## src/positional_insert_delete_array_macros.svh

```systemverilog
// Assertion macros shared by the positional insert/delete array modules.
`ifndef POSITIONAL_INSERT_DELETE_ARRAY_MACROS_SVH
`define POSITIONAL_INSERT_DELETE_ARRAY_MACROS_SVH
`ifndef SYNTHESIS
// Condition holds at every clock edge out of reset.
`define PIDA_ASSERT_ALWAYS(name, clk, rst_n, cond) \
    name: assert property (@(posedge clk) disable iff (!rst_n) (cond)) \
        else $error("pida assertion failed");
// Consequent holds in the same cycle as the antecedent.
`define PIDA_ASSERT_IMP(name, clk, rst_n, ante, cons) \
    name: assert property (@(posedge clk) disable iff (!rst_n) (ante) |-> (cons)) \
        else $error("pida assertion failed");
// Consequent holds in the cycle after the antecedent.
`define PIDA_ASSERT_NEXT(name, clk, rst_n, ante, cons) \
    name: assert property (@(posedge clk) disable iff (!rst_n) (ante) |=> (cons)) \
        else $error("pida assertion failed");
`else
`define PIDA_ASSERT_ALWAYS(name, clk, rst_n, cond)
`define PIDA_ASSERT_IMP(name, clk, rst_n, ante, cons)
`define PIDA_ASSERT_NEXT(name, clk, rst_n, ante, cons)
`endif
`endif

```

## src/pida_pkg.sv

```systemverilog
// Shared constants and control/status types of the positional insert/delete array.
package pida_pkg;

    // Default number of entries
    localparam int DEPTH_DEFAULT = 64;

    // Request kinds
    localparam logic [2:0] REQ_CLEAR  = 3'd0;
    localparam logic [2:0] REQ_APPEND = 3'd1;
    localparam logic [2:0] REQ_READ   = 3'd2;
    localparam logic [2:0] REQ_INSERT = 3'd3;
    localparam logic [2:0] REQ_DELETE = 3'd4;

    // Result status codes
    localparam logic [1:0] ST_OK     = 2'd0;
    localparam logic [1:0] ST_FULL   = 2'd1;
    localparam logic [1:0] ST_EMPTY  = 2'd2;
    localparam logic [1:0] ST_BADPOS = 2'd3;

    // Commands from controller to datapath
    typedef struct packed {
        logic load_req;     // capture request fields
        logic apply_simple; // finish clear, append, error and unused kinds
        logic read_pos;     // issue memory read at the requested position
        logic idx_init;     // start a shift walk
        logic loop_read;    // read the neighbor of the walk index
        logic loop_write;   // write the neighbor into the walk index
        logic finish_shift; // final write / count update of insert or delete
        logic load_result;  // latch result and raise the strobe
    } cmd_t;

    // Status from datapath to controller
    typedef struct packed {
        logic go_read;  // valid read request
        logic go_shift; // valid insert or delete request
        logic loop_end; // shift walk has reached its end
    } sts_t;

endpackage

```

## src/pida_datapath.sv

```systemverilog
// Datapath: element memory, count, request checks, shift walk index and result registers.
`include "positional_insert_delete_array_macros.svh"

module pida_datapath #(
    parameter int DEPTH = pida_pkg::DEPTH_DEFAULT
) (
    input  logic               clk,
    input  logic               rst_n,
    input  logic [2:0]         req_type,
    input  logic signed [31:0] value,
    input  logic [6:0]         position,
    input  pida_pkg::cmd_t     cmd,
    output pida_pkg::sts_t     sts,
    output logic               done,
    output logic [1:0]         status,
    output logic signed [31:0] read_value,
    output logic [6:0]         count
);

    localparam int AW = (DEPTH > 1) ? $clog2(DEPTH) : 1;
    localparam int CW = $clog2(DEPTH + 1);
    localparam int XW = (CW + 1 > 7) ? CW + 1 : 7;

    logic [2:0]         kind_reg;
    logic signed [31:0] val_reg;
    logic [6:0]         pos_reg;
    logic [CW-1:0]      count_reg;
    logic [CW-1:0]      count_next;
    logic [AW-1:0]      idx_reg;
    logic [AW-1:0]      idx_next;
    logic [31:0]        rdata_reg;
    logic [31:0]        mem [DEPTH];
    logic               done_reg;
    logic [1:0]         status_reg;
    logic signed [31:0] rv_reg;

    logic [XW-1:0] pos_x;
    logic [XW-1:0] cnt_x;
    logic [AW-1:0] pos_m1;
    logic          full;
    logic          empty;
    logic [1:0]    status_c;
    logic          is_ok;
    logic          is_insert;
    logic          is_delete;
    logic          we;
    logic          re;
    logic [AW-1:0] waddr;
    logic [AW-1:0] raddr;
    logic [31:0]   wdata;

    // Request checks
    always_comb
    begin
        pos_x     = XW'(pos_reg);
        cnt_x     = XW'(count_reg);
        pos_m1    = AW'(pos_x - XW'(1));
        full      = (count_reg == CW'(DEPTH));
        empty     = (count_reg == '0);
        is_insert = (kind_reg == pida_pkg::REQ_INSERT);
        is_delete = (kind_reg == pida_pkg::REQ_DELETE);
        case (kind_reg) inside
            pida_pkg::REQ_APPEND:
            begin
                status_c = full ? pida_pkg::ST_FULL : pida_pkg::ST_OK;
            end
            pida_pkg::REQ_READ, pida_pkg::REQ_DELETE:
            begin
                if (empty)
                    status_c = pida_pkg::ST_EMPTY;
                else if (pos_x == '0 || pos_x > cnt_x)
                    status_c = pida_pkg::ST_BADPOS;
                else
                    status_c = pida_pkg::ST_OK;
            end
            pida_pkg::REQ_INSERT:
            begin
                if (full)
                    status_c = pida_pkg::ST_FULL;
                else if (pos_x == '0 || pos_x > cnt_x + XW'(1))
                    status_c = pida_pkg::ST_BADPOS;
                else
                    status_c = pida_pkg::ST_OK;
            end
            default:
            begin
                status_c = pida_pkg::ST_OK;
            end
        endcase
        is_ok        = (status_c == pida_pkg::ST_OK);
        sts.go_read  = is_ok && (kind_reg == pida_pkg::REQ_READ);
        sts.go_shift = is_ok && (is_insert || is_delete);
        // insert walks down to the target slot, delete walks up to the last entry
        sts.loop_end = is_insert ? (idx_reg == pos_m1)
                                 : ((XW'(idx_reg) + XW'(1)) >= cnt_x);
    end

    // Memory port control
    always_comb
    begin
        re = cmd.read_pos || cmd.loop_read;
        if (cmd.read_pos)
            raddr = pos_m1;
        else if (is_insert)
            raddr = idx_reg - AW'(1);
        else
            raddr = idx_reg + AW'(1);
        we = (cmd.apply_simple && kind_reg == pida_pkg::REQ_APPEND && is_ok)
            || cmd.loop_write || (cmd.finish_shift && is_insert);
        waddr = cmd.apply_simple ? AW'(count_reg) : idx_reg;
        wdata = cmd.loop_write ? rdata_reg : val_reg;
    end

    // Element storage, registered read
    always_ff @(posedge clk)
    begin
        if (we)
            mem[waddr] <= wdata;
        if (re)
            rdata_reg <= mem[raddr];
    end

    // Count and walk index updates
    always_comb
    begin
        count_next = count_reg;
        if (cmd.apply_simple)
        begin
            if (kind_reg == pida_pkg::REQ_CLEAR)
                count_next = '0;
            else if (kind_reg == pida_pkg::REQ_APPEND && is_ok)
                count_next = count_reg + CW'(1);
        end
        else if (cmd.finish_shift)
        begin
            count_next = is_insert ? count_reg + CW'(1) : count_reg - CW'(1);
        end
        idx_next = idx_reg;
        if (cmd.idx_init)
            idx_next = is_insert ? AW'(count_reg) : pos_m1;
        else if (cmd.loop_write)
            idx_next = is_insert ? idx_reg - AW'(1) : idx_reg + AW'(1);
    end

    // Control registers
    always_ff @(posedge clk or negedge rst_n)
    begin
        if (!rst_n)
        begin
            count_reg <= '0;
            done_reg  <= 1'b0;
        end
        else
        begin
            count_reg <= count_next;
            done_reg  <= cmd.load_result;
        end
    end

    // Request and result payload registers
    always_ff @(posedge clk)
    begin
        if (cmd.load_req)
        begin
            kind_reg <= req_type;
            val_reg  <= value;
            pos_reg  <= position;
        end
        idx_reg <= idx_next;
        if (cmd.load_result)
        begin
            status_reg <= status_c;
            rv_reg     <= sts.go_read ? $signed(rdata_reg) : '0;
        end
    end

    assign done       = done_reg;
    assign status     = status_reg;
    assign read_value = rv_reg;
    assign count      = 7'(count_reg);

    `PIDA_ASSERT_ALWAYS(a_count_range, clk, rst_n, count_reg <= CW'(DEPTH))
    `PIDA_ASSERT_IMP(a_write_after_read, clk, rst_n, cmd.loop_write, $past(cmd.loop_read))
    `PIDA_ASSERT_NEXT(a_done_single, clk, rst_n, done_reg, !done_reg)

endmodule

```

## src/pida_ctrl.sv

```systemverilog
// Controller: request sequencing state machine for the positional insert/delete array.
`include "positional_insert_delete_array_macros.svh"

module pida_ctrl (
    input  logic           clk,
    input  logic           rst_n,
    input  logic           start,
    input  pida_pkg::sts_t sts,
    output pida_pkg::cmd_t cmd,
    output logic           busy
);

    typedef enum logic [4:0] {
        S_IDLE  = 5'b00001,
        S_CHECK = 5'b00010,
        S_RDOUT = 5'b00100,
        S_LOOP  = 5'b01000,
        S_SHIFT = 5'b10000
    } state_t;

    state_t state_reg;
    state_t state_next;

    // Next state and commands
    always_comb
    begin
        state_next = state_reg;
        cmd        = '0;
        unique case (state_reg)
            S_IDLE:
            begin
                if (start)
                begin
                    cmd.load_req = 1'b1;
                    state_next   = S_CHECK;
                end
            end
            S_CHECK:
            begin
                if (sts.go_read)
                begin
                    cmd.read_pos = 1'b1;
                    state_next   = S_RDOUT;
                end
                else if (sts.go_shift)
                begin
                    cmd.idx_init = 1'b1;
                    state_next   = S_LOOP;
                end
                else
                begin
                    cmd.apply_simple = 1'b1;
                    cmd.load_result  = 1'b1;
                    state_next       = S_IDLE;
                end
            end
            S_RDOUT:
            begin
                cmd.load_result = 1'b1;
                state_next      = S_IDLE;
            end
            S_LOOP:
            begin
                if (sts.loop_end)
                begin
                    cmd.finish_shift = 1'b1;
                    cmd.load_result  = 1'b1;
                    state_next       = S_IDLE;
                end
                else
                begin
                    cmd.loop_read = 1'b1;
                    state_next    = S_SHIFT;
                end
            end
            S_SHIFT:
            begin
                cmd.loop_write = 1'b1;
                state_next     = S_LOOP;
            end
            default:
            begin
                state_next = S_IDLE;
            end
        endcase
    end

    always_ff @(posedge clk or negedge rst_n)
    begin
        if (!rst_n)
            state_reg <= S_IDLE;
        else
            state_reg <= state_next;
    end

    assign busy = (state_reg != S_IDLE);

    `PIDA_ASSERT_NEXT(a_result_to_idle, clk, rst_n, cmd.load_result, state_reg == S_IDLE)
    `PIDA_ASSERT_NEXT(a_start_to_check, clk, rst_n, start && !busy, state_reg == S_CHECK)
    `PIDA_ASSERT_IMP(a_shift_from_loop, clk, rst_n, state_reg == S_SHIFT,
                     $past(state_reg) == S_LOOP)

endmodule

```

## src/positional_insert_delete_array.sv

```systemverilog
// Top level of the positional insert/delete array: controller plus datapath.
//
// Holds up to DEPTH signed 32-bit entries packed from position 1 and a count.
// A request (req_type, value, position) is taken at a clock edge where start
// is high and busy is low. Kinds: clear, append, read, insert, delete.
// Exactly one result per request: done is high for one cycle with status,
// read_value and count valid; the receiver must take it in that cycle.
// Steps from the accepting edge to the done cycle:
//   clear, append, unused kinds and all rejected requests: check state only
//   read: check state (memory read issued), then read-out state
//   insert at position p: check, count - p + 1 entry moves, final write
//   delete at position p: check, count - p entry moves, count update
// Entries move through a single memory with one write and one registered
// read port; a read and a write state per entry set the insert/delete time.
// busy drops in the done cycle, so the next request may be taken at the
// edge that ends it. Reset empties the array at once (count zero); the
// entries themselves are not cleared and need no clearing pass.
module positional_insert_delete_array #(
    parameter int DEPTH = pida_pkg::DEPTH_DEFAULT
) (
    input  logic               clk,
    input  logic               rst_n,
    input  logic               start,
    input  logic [2:0]         req_type,
    input  logic signed [31:0] value,
    input  logic [6:0]         position,
    output logic               busy,
    output logic               done,
    output logic [1:0]         status,
    output logic signed [31:0] read_value,
    output logic [6:0]         count
);

    pida_pkg::cmd_t cmd;
    pida_pkg::sts_t sts;

    pida_ctrl u_ctrl (
        .clk   (clk),
        .rst_n (rst_n),
        .start (start),
        .sts   (sts),
        .cmd   (cmd),
        .busy  (busy)
    );

    pida_datapath #(
        .DEPTH (DEPTH)
    ) u_datapath (
        .clk        (clk),
        .rst_n      (rst_n),
        .req_type   (req_type),
        .value      (value),
        .position   (position),
        .cmd        (cmd),
        .sts        (sts),
        .done       (done),
        .status     (status),
        .read_value (read_value),
        .count      (count)
    );

endmodule
```

## config.mk

```make
export PLATFORM = sky130hd
export DESIGN_NAME = positional_insert_delete_array
export DESIGN_NICKNAME = d
export VERILOG_FILES = /design/src/pida_pkg.sv /design/src/pida_datapath.sv /design/src/pida_ctrl.sv /design/src/positional_insert_delete_array.sv
export VERILOG_INCLUDE_DIRS = /design/src /design/src/src
export SDC_FILE = /design/constraint.sdc
export NUM_CORES = 2
export LEC_CHECK = 0
export BUFFER_PORTS_ARGS = -buffer_cell sky130_fd_sc_hd__buf_2
export CAP_MARGIN = 40
export CORE_UTILIZATION = 68
export DETAILED_ROUTE_END_ITERATION = 8
export PLACE_DENSITY = 0.84
export SLEW_MARGIN = 0
export SYNTH_ARGS = -nofsm -noshare
export SYNTH_HDL_FRONTEND = slang
export SYNTH_HIERARCHICAL = 1
export SYNTH_SLANG_ARGS = --single-unit
export TNS_END_PERCENT = 100
```

## constraint.sdc

```tcl
create_clock -name clk -period 15.7 [get_ports clk]
set_input_delay 2.355 -clock clk [delete_from_list [all_inputs] [get_ports clk]]
set_output_delay 2.355 -clock clk [all_outputs]
set_load 0.1 [all_outputs]
```

==> flow_summary_export.csv <==
group,metric,value,unit
detailed_routing,top_layer_used,"met5",
detailed_routing,drt-met1-wl,74.34,mm
sta,rsz0062_at_grt,"false",
logic_synthesis,synthArstFlopShare,0.5977,%
worst_setup_path,cp-start-kind,"flop",
detailed_routing,drt-total-wl,232.1,mm
worst_setup_path,cp-end-kind,"flop",
detailed_routing,drt_iter0_markers,7832,
clock_tree,cts_resized,0,
die,row_count,129,
layout,final_nets,4096,
detailed_routing,vias,43370,
worst_hold_path,hold_path_class,"flop to flop",
clock_tree,h-tree-depth,4,
die,core_area,124100,um2
die,pin_count,88,
sta,final_hold_viol_count,0,
logic_synthesis,synth_cells,3792,
clock_tree,cts_made_buffers,198,
worst_setup_path,criticalPathCategory,"flop to flop",
layout,drive_gt1_share,26.71,%
global_routing,antenna_found_initial,14,
worst_setup_path,cp.arrival,9.71,ns
power,power_density,148.3,nW/um2
run_status,status,"finished, final reports clean",
flow_run,drv_cap,0,
clock_tree,clock_path_buffers,3,
sta,max_freq,109.0,MHz
power,peakVddDrop,106.9,uV
layout,top_register,"u_datapath/mem",
die,initial_core_util,68.86,%
sta,finalSetupViolations,0,
clock_tree,cts-root-buf,"clkbuf_16",
sta,clock_skew,0.03359,ns
detailed_routing,vias_per_cell,7.447,
logic_synthesis,synth_area_per_cell,22.54,um2
layout,finalNonFillerCells,5824,
detailed_routing,drc,0,
logic_synthesis,ys_warn_count,6,
detailed_routing,wl_per_cell,39.85,um
die,fp.dieW,356.5,um
worst_setup_path,cp_data_required_time,16.24,ns
global_routing,grt_max_degree,162,
detailed_routing,met2WireLength,107.6,mm
logic_synthesis,ys_seq_elements,2175,
worst_setup_path,cpMostUsedCell,"mux2i_1",
place,port_buffers,87,
clock_tree,cts_sinks,2175,
clock_tree,cts_hold_buf,0,
sta,maxSlewHeadroom,13.37,%
worst_setup_path,max_stage_delay,0.89,ns
clock_tree,post_cts_buffers,0,
place,placed_cells,5455,
place,gp_congestion,0.8864,
sta,final.period_utilization,58.41,%
global_routing,grt_pass1_vias,43810,
worst_setup_path,crit_fanout,161,
clock_tree,clk_latency,0.84,ns
global_routing,grt_overflow,0,
clock_tree,clk_pin_slew,0.07,ns
worst_setup_path,ff2ff_setup_slack,6.53,ns
sta,slew_viol_final,0,
detailed_routing,dr.pass1.iters,6,
layout,largest_register_ffs,2048,
clock_tree,cts_tree,"built",
layout,syn_to_final_growth,11.16,%
logic_synthesis,synth-edff-count,2162,
sta,setup_tns,0,ns
worst_setup_path,crit_chain,"inv_1 > ha_1 > a21o_1 > a21o_1 > a21oi_1 > a21oi_1 > nor3_1 > and4_1 > and3_1 > mux2_8 > buf_12 > buf_12 > buf_4 > buf_16 > mux4_2 > mux2i_1 > mux2i_1 > mux2i_1 > mux2i_1",
place,dp_hpwl,112.7,mm
die,die_h,356.5,um
layout,num-fill-cells,5724,
worst_setup_path,cp.buffers_inverters,5,
logic_synthesis,synth.net_count,3868,
sta,min_period,9.170,ns
worst_setup_path,cp_top_family,"multiplexers",
global_routing,grt_usage,37.30,%
logic_synthesis,synth.distinct_cells,56,
detailed_routing,wl_met3,35.65,mm
die,dieArea,127100,um2
logic_synthesis,synth-main-ff-cell,"edfxtp_1",
worst_setup_path,cp_slowest_cell,"and4_1",
logic_synthesis,netlist_area,85470,um2
global_routing,grt_pass1_wl,325.1,mm
power,cellLeakagePower,31.04,nW
logic_synthesis,ys_seq_area_share,76.34,%
sta,worst_pin_slew,1.299,ns
detailed_routing,postRouteAntennaNets,0,
-- cells by family (layout without fill, tap and decap cells) --
group | after synthesis | count (layout) | synth area share (%)
xor+xnor | 26 | 26 | 0.2664
fa+ha+maj | 31 | 31 | 0.4626
buf+inv | 208 | 594 | 1.338
mux | 1031 | 1031 | 19.62
simple gates | 232 | 232 | 1.277
flops | 2175 | 2175 | 76.34
other cells | 0 | 9 | 0
compound gates | 89 | 89 | 0.6939
-- layer usage --
metal / up-vias / track usage (%)
li1: 16350 / -
met1: 22090 / 49.76
met2: 4115 / 56.49
met3: 801 / 11.32
met4: 16 / 19.53
met5: - / 0
-- worst reg2reg max path, cell delays in order (launching register included) --
cell and delay, ns:
dfrtp_1 0.51, inv_1 0.22, ha_1 0.35, a21o_1 0.18, a21o_1 0.18, a21oi_1 0.19, a21oi_1 0.09, nor3_1 0.31
and4_1 0.89, and3_1 0.88, mux2_8 0.83, buf_12 0.78, buf_12 0.90, buf_4 0.56, buf_16 0.35, mux4_2 0.39
mux2i_1 0.18, mux2i_1 0.21, mux2i_1 0.66, mux2i_1 0.21
-- through the flow --
stage	util [%]	power, W	setup slack [ns]	area, um2	hold slack, ns
6_report	76.55	0.01409	6.530	95010	0.6103
5_1_grt	76.53	0.01434	6.335	94990	0.6367
4_1_cts	76.50	0.01402	6.784	94950	0.5974
3_5_place_dp	71.58	0.009370	7.055	88850	0.5651
3_3_place_gp	71.17	0.009259	6.911	88340	0.5529
2_1_floorplan	-	0.008520	9.473	85470	0.5114
-- placed cells by master (no fill, tap or decap), types with 9 or more instances in the layout --
master | Yosys | routed
bufinv_16 | 0 | 11
xor2_1 | 10 | 10
a21oi_1 | 11 | 11
buf_12 | 0 | 15
clkinvlp_4 | 0 | 10
clkbuf_1 | 33 | 56
dfrtp_1 | 12 | 12
nor3_1 | 10 | 10
clkbuf_16 | 0 | 202
mux2i_1 | 483 | 482
o21ai_0 | 22 | 22
mux2_2 | 36 | 34
clkinv_2 | 0 | 35
and2_1 | 33 | 33
and3_1 | 11 | 10
nand3_1 | 13 | 13
mux4_2 | 512 | 512
nor2_1 | 92 | 27
a21o_1 | 10 | 10
ha_1 | 30 | 30
buf_4 | 58 | 104
nor2_4 | 0 | 65
edfxtp_1 | 2162 | 2162
clkinv_1 | 0 | 34
buf_16 | 0 | 11
nand2_1 | 47 | 47
inv_1 | 14 | 14
buf_2 | 98 | 88
diode_2 | 0 | 9
xnor2_1 | 16 | 16
-- layout make-up --
| type | count | area (um2) | area share [%] |
|---|---|---|---|
| inverter | 14 | 52.55 | 0.05531 |
| clock buffer | 258 | 5265 | 5.542 |
| sequential | 2175 | 65250 | 68.68 |
| timing repair buffer | 222 | 1884 | 1.983 |
| antenna | 9 | 22.52 | 0.02370 |
| tap | 1637 | 2048 | 2.156 |
| clock inverter | 100 | 843.3 | 0.8876 |
| multi-input combinational | 1409 | 19640 | 20.68 |
-- path summary, 6_finish.rpt --
kind	start	to	cells after the start
worst max-delay path	u_datapath/count[4]	u_datapath/rdata_reg[31]	19
worst min-delay path	u_ctrl/state_reg[2]	u_ctrl/state_reg[0]	1
worst max register to register	u_datapath/count[4]	u_datapath/rdata_reg[31]	19
worst min register to register	u_ctrl/state_reg[2]	u_ctrl/state_reg[0]	1
max in group asynchronous	rst_n	u_ctrl/state_reg[0]	1
min in group asynchronous	rst_n	u_datapath/done	1
-- synthesized netlist by cell type (3+ instances only) --
library cell / count / area (um2)
a211oi_1: 4 / 30.03
a21o_1: 10 / 75.07
a21oi_1: 11 / 55.05
a31o_2: 3 / 26.28
a31oi_1: 6 / 37.54
and2_1: 33 / 206.5
and3_1: 11 / 68.82
buf_2: 98 / 490.5
buf_4: 58 / 435.4
buf_6: 3 / 33.78
clkbuf_1: 33 / 123.9
dfrtp_1: 12 / 300.3
edfxtp_1: 2162 / 64920
ha_1: 30 / 375.4
inv_1: 14 / 52.55
mux2_2: 36 / 405.4
mux2i_1: 483 / 4835
mux4_2: 512 / 11530
nand2_1: 47 / 176.4
nand2b_1: 3 / 18.77
nand3_1: 13 / 65.06
nand4_1: 3 / 18.77
nor2_1: 92 / 345.3
nor2b_1: 6 / 37.54
nor3_1: 10 / 50.05
o211ai_1: 4 / 30.03
o21ai_0: 22 / 110.1
o21ai_1: 3 / 15.01
o221ai_1: 4 / 35.03
o31ai_1: 5 / 37.54
or2_2: 3 / 18.77
xnor2_1: 16 / 140.1
xor2_1: 10 / 87.58
-- where the power goes --
group	leakage (nW)	internal, W	switching (W)
clock network	2.96	0.00254	0.00213
logic	8.46	0.000873	0.00178
registers	19.6	0.00670	0.0000660
total	31.0	0.0101	0.00397
(Power assumes the default switching activity.)
